`config.mk`:
```
export PLATFORM = sky130hd
export DESIGN_NAME = swle_ram
export DESIGN_NICKNAME = d
export VERILOG_FILES = /design/src/hw/rtl/sliding_window_letter_entropy_unit_assert.svh /design/src/hw/rtl/swle_ram.sv
export SDC_FILE = /design/constraint.sdc
export NUM_CORES = 1
export LEC_CHECK = 0
export CAP_MARGIN = 20
export CORE_MARGIN = 1.5
export CORE_UTILIZATION = 45
export DETAILED_ROUTE_END_ITERATION = 8
export DONT_BUFFER_PORTS = 1
export SLEW_MARGIN = 20
export SYNTH_ARGS = -nofsm -noshare
export SYNTH_HDL_FRONTEND = slang
export SYNTH_SLANG_ARGS = --single-unit
export TNS_END_PERCENT = 5
```
`constraint.sdc`:
```
create_clock -name clk -period 3 [get_ports clk]
set_clock_uncertainty 0.2 [all_clocks]
set_input_delay 0.6 -clock clk [delete_from_list [all_inputs] [get_ports clk]]
set_output_delay 0.6 -clock clk [all_outputs]
set_load 0.03 [all_outputs]
```
`src/hw/rtl/sliding_window_letter_entropy_unit_assert.svh`:
```
// Assertion macros shared by the letter entropy RTL.
// Needs nothing else; files that check their logic include this header.
`ifndef SLIDING_WINDOW_LETTER_ENTROPY_UNIT_ASSERT_SVH
`define SLIDING_WINDOW_LETTER_ENTROPY_UNIT_ASSERT_SVH

// Same-cycle implication, disabled while reset is high.
`define SWLE_CHECK(label, clk, rst, ante, cons, msg) \
  label: assert property (@(posedge clk) disable iff (rst) (ante) |-> (cons)) \
    else $error(msg);

// Next-cycle implication, disabled while reset is high.
`define SWLE_CHECK_NEXT(label, clk, rst, ante, cons, msg) \
  label: assert property (@(posedge clk) disable iff (rst) (ante) |=> (cons)) \
    else $error(msg);

`endif

```
`src/hw/rtl/swle_ram.sv`:
```
// Generic single-write, single-read RAM with a registered read port.
// Depends on nothing.
module swle_ram #(
  parameter int WIDTH = 5,
  parameter int DEPTH = 64,
  localparam int AW = $clog2(DEPTH)
) (
  input  logic             clk,
  input  logic             we,
  input  logic [AW-1:0]    waddr,
  input  logic [WIDTH-1:0] wdata,
  input  logic             re,
  input  logic [AW-1:0]    raddr,
  output logic [WIDTH-1:0] rdata
);

  logic [WIDTH-1:0] mem [DEPTH];

  always_ff @(posedge clk) begin
    if (we) begin
      mem[waddr] <= wdata;
    end
    if (re) begin
      rdata <= mem[raddr];
    end
  end

endmodule

```
* Word-level counts from Yosys, hierarchy flattened
Memory sizes are Yosys's and may differ from the RTL's. A register that Yosys moved wholly into a read port is not among the register bits. Cells that the tools add are included.
Cells by class: bitwise logic cells 0, muxes and demuxes 2, eq/ne operators 0, $mul 0, shift operators 0, div/mod/pow operators 0, $lt $le $gt $ge 0, reductions and logical operators 0, $add $sub $neg 0
Operator list (number):
- 1-bit 2-to-1 mux | 2
Storage, ports and cells: memory bits (writable) 320, latch bits 0, memory bits (read-only) 0, bits in registers 0, memories 1
Memories:
- mem | depth 64, width 5, rd ports 1, clocked after Yosys merged registers in 1, write ports 1, line swle_ram.sv:17 | logic [WIDTH-1:0] mem [DEPTH];

* Longest topological paths before layout
depth in word-level cells 2, gate-level depth with buffers 8, mapped depth without buffers 5

* Worst setup path before layout
No wires, ideal clock.
path kind input port to flip-flop, start point input raddr[0], end point register rdata[0] (read register of mem), data pin, data required time 2.535 ns, slack 0.389 ns, arrival time 2.146 ns, stages on the path 7, buffers on the path 3, library setup time 0.265 ns, path through buf_6 > buf_6 > buf_4 > mux4_2 > a22oi_1 > a31oi_1 > or3_1
RTL lines:
- start, declared | line swle_ram.sv:13 | input logic [AW-1:0] raddr,
- end, declared | line swle_ram.sv:14 | output logic [WIDTH-1:0] rdata

==> impl_results.md <==
* Yosys top cell by area: edfxtp_1
* Core footprint at roughly 28000 um2
* Fin crit share at 77.0%
* Maxcap violations at 0
* Post-Synth Adder-Cell Area at 0%
* Synth top area cells: edfxtp_1, mux4_2, mux4_1, nor2_1, mux2_2
* WL final at approximately 28 mm
* Yosys reg bits at ~330
* Gates resized, CTS repair at 0
* Mapped Nets at 630
* RSZ-0062 raised after global routing: no
* Vias in the first global route at between 6000 and 7000
* Die Span Y at about 170 um
* Fin nets at roughly 650
* Post-place setup slack at ~0.37 ns
* Most frequent cells in the layout: edfxtp_1, nor2_1, mux4_2, clkbuf_16, dlygate4sd3_1
* Vias per inst at around 5.8
* Slew headroom at between 20% and 30%
* Crit Path Category: flip-flop to flip-flop
* Met1 usage at 27.7%
* Total power at about 9700 uW
* Crit path launch type: flip-flop
* Tmin final at 2.31 ns
* Ys Warns at 0
* Grt total ovfl at 0
* Setup violators final at 0
* H-tree Lvls at 2
* Syn avg cell area at ~21 um2
* Initial antenna violation count at 1
* Layout cell share with drive strength beyond 1 at about a fifth
* Synth Area in Compound Gates at just under 2%
* FMAX at approximately 430 MHz
* Yosys top cell area share at about three quarters
* Die ar. at 29500 um2
* Slew Limit Fails at 0
* Synth unique cells at 36
* GR Util All Layers at between 10% and 20%
* Data required time of the critical path at slightly above 3 ns
* CTS clk-pin slew, worst paths at about 0.06 ns
* DRC viols at 0
* Largest net degree at the start of global routing at 81
* Main combinational cell family by area after synthesis: multiplexers
* Met2 Usage GRT at between 30% and 40%
* Arrival @ worst endpoint at 2.35 ns
* Worst setup EP type: flip-flop
* Hold depth at 0
* Placed Cells at approximately 960
* Synthesized area at approximately 13000 um2
* Peak supply drop at between 500 and 600 uV
* Worst-Margin Slew at about 1.1 ns
* Synth Area in Simple Gates at 4.00%
* Leakage power at between 0.004 and 0.005 uW
* Status: completed
* Post-synthesis sequential area ratio at 76.1%
* R2R depth at 5
* GR Util met3 at 4.26%
* Root Buffer: clkbuf_16
* Clk_lat worst skew at 0.50 ns
* Final hold slack at roughly 0.027 ns
* TritonCTS clock tree: built
* Mux share of post-synthesis cell area at ~16%
* Initial DRC count at about 740
* Area Growth Syn to Fin at 12.4%
* PortBufs at 0
* CTS Sinks at 325
* First-pass GRT wire length at about 41 mm
* R2r setup slk at 0.69 ns
* Clock Tree Buf Depth at 3
* Drt pass-1 iters at 7
* Fin cells at 1034
* Fin. Hold Viols at 0
* Setup ws final at a little under 0.7 ns
* Initial Util at a little under half
* Post-DR wirelength/cell at 27.0 um
* Routed via count at between 6000 and 7000
* Row count at roughly 60
* Pwr per Cell Area at about 670 nW/um2
* Ports at 25
* Post-route ant nets at 0
* Cts bufs inserted at 34
* Setup TNS at 0 ns
* Worst-path fanout max at 1
* Post-Syn Instances at 610
* Post-detail-place hpwl at about 16 mm
* XOR/XNOR share of the synthesized area at 0%
* Die Wd at ~170 um
* Most common cell after layout, fill and taps aside: edfxtp_1
* Grt peak-use layer: met2
* GPL Wtd Cong at between 0.8 and 0.9
* Hold WC Path Type: input port to flip-flop
-- metal layers --
metal	vias up	wire length (um)
li1	2596	-
met1	3201	12000
met2	198	13300
met3	51	1870
met4	0	716
met5	-	0
-- stage by stage --
stage | area [um2] | util, %
6_report | 14400 | 51.6
5_1_grt | 14400 | 51.6
4_1_cts | 14400 | 51.4
3_5_place_dp | 13100 | 46.8
3_3_place_gp | 13100 | 46.8
2_1_floorplan | 12800 | -
-- cells in the mapped netlist --
library cell and n:
buf_12 1, and2b_1 1, buf_4 4, or2b_1 1, nand4b_1 1, o22ai_1 13, o21ai_0 2, o221ai_1 7
nand4_1 2, nor3_1 3, a21oi_1 4, or3b_2 1, or3_1 5, nor4_1 4, mux2_2 12, nand2b_1 3
buf_2 5, clkbuf_1 14, clkbuf_4 1, mux4_1 14, clkbuf_8 1, buf_6 6, nand3_1 6, dlygate4sd1_1 1
buf_1 2, a22oi_1 4, nor2b_1 6, nand3b_1 2, nand2_1 10, mux2i_1 7, edfxtp_1 325, o31ai_1 1
a31oi_1 7, mux4_2 66, or2_2 1, nor2_1 67
-- logic make-up (layout without fill, tap and decap cells) --
logic type | Yosys count | in the layout
AND/OR/NAND/NOR | 113 | 113
buffers and inverters | 35 | 80
other | 0 | 1
AO/OA/AOI/OAI | 38 | 38
flip-flops | 325 | 325
multiplexers | 99 | 99
-- state kept, by name (all words and copies together), names as in the netlist --
register  count
rdata         5
mem         320
-- area by class of cell --
| type | instances | area [um2] |
|---|---|---|
| diodes | 1 | 2.50 |
| clock buffers | 40 | 895 |
| clock inverters | 19 | 240 |
| fillers | 2240 | 13500 |
| multi-input cells | 250 | 2830 |
| flip-flops and latches | 325 | 9760 |
| well taps | 378 | 473 |
| repair buffers | 21 | 215 |
-- worst paths after layout --
path | from | end
worst max-delay path | mem[57][4]$_DFFE_PP_ | rdata[4]$_DFFE_PP_
worst min register to register | mem[36][1]$_DFFE_PP_ | rdata[1]$_DFFE_PP_
worst max register to register | mem[57][4]$_DFFE_PP_ | rdata[4]$_DFFE_PP_
worst min-delay path | wdata[1] | mem[43][1]$_DFFE_PP_
-- report_power, final --
group	total, uW	internal [uW]	switching [uW]
Clock	4260	2640	1620
Combinational	334	165	170
Sequential	5060	5040	28.0
-- worst max-delay path, cell delays in order, from the launching register on --
cell and delay [ns]:
edfxtp_1 0.37, mux4_1 0.51, mux2_2 0.29, o221ai_1 0.26, a31oi_1 0.10, or3_1 0.33
-- repair_timing --
| action | CTS | global route |
|---|---|---|
| endpoints found under the hold margin | 90 | 4 |
| setup buffers | 0 | 0 |
| hold buffers | 15 | 4 |
Power figures use the tool's default switching activity.
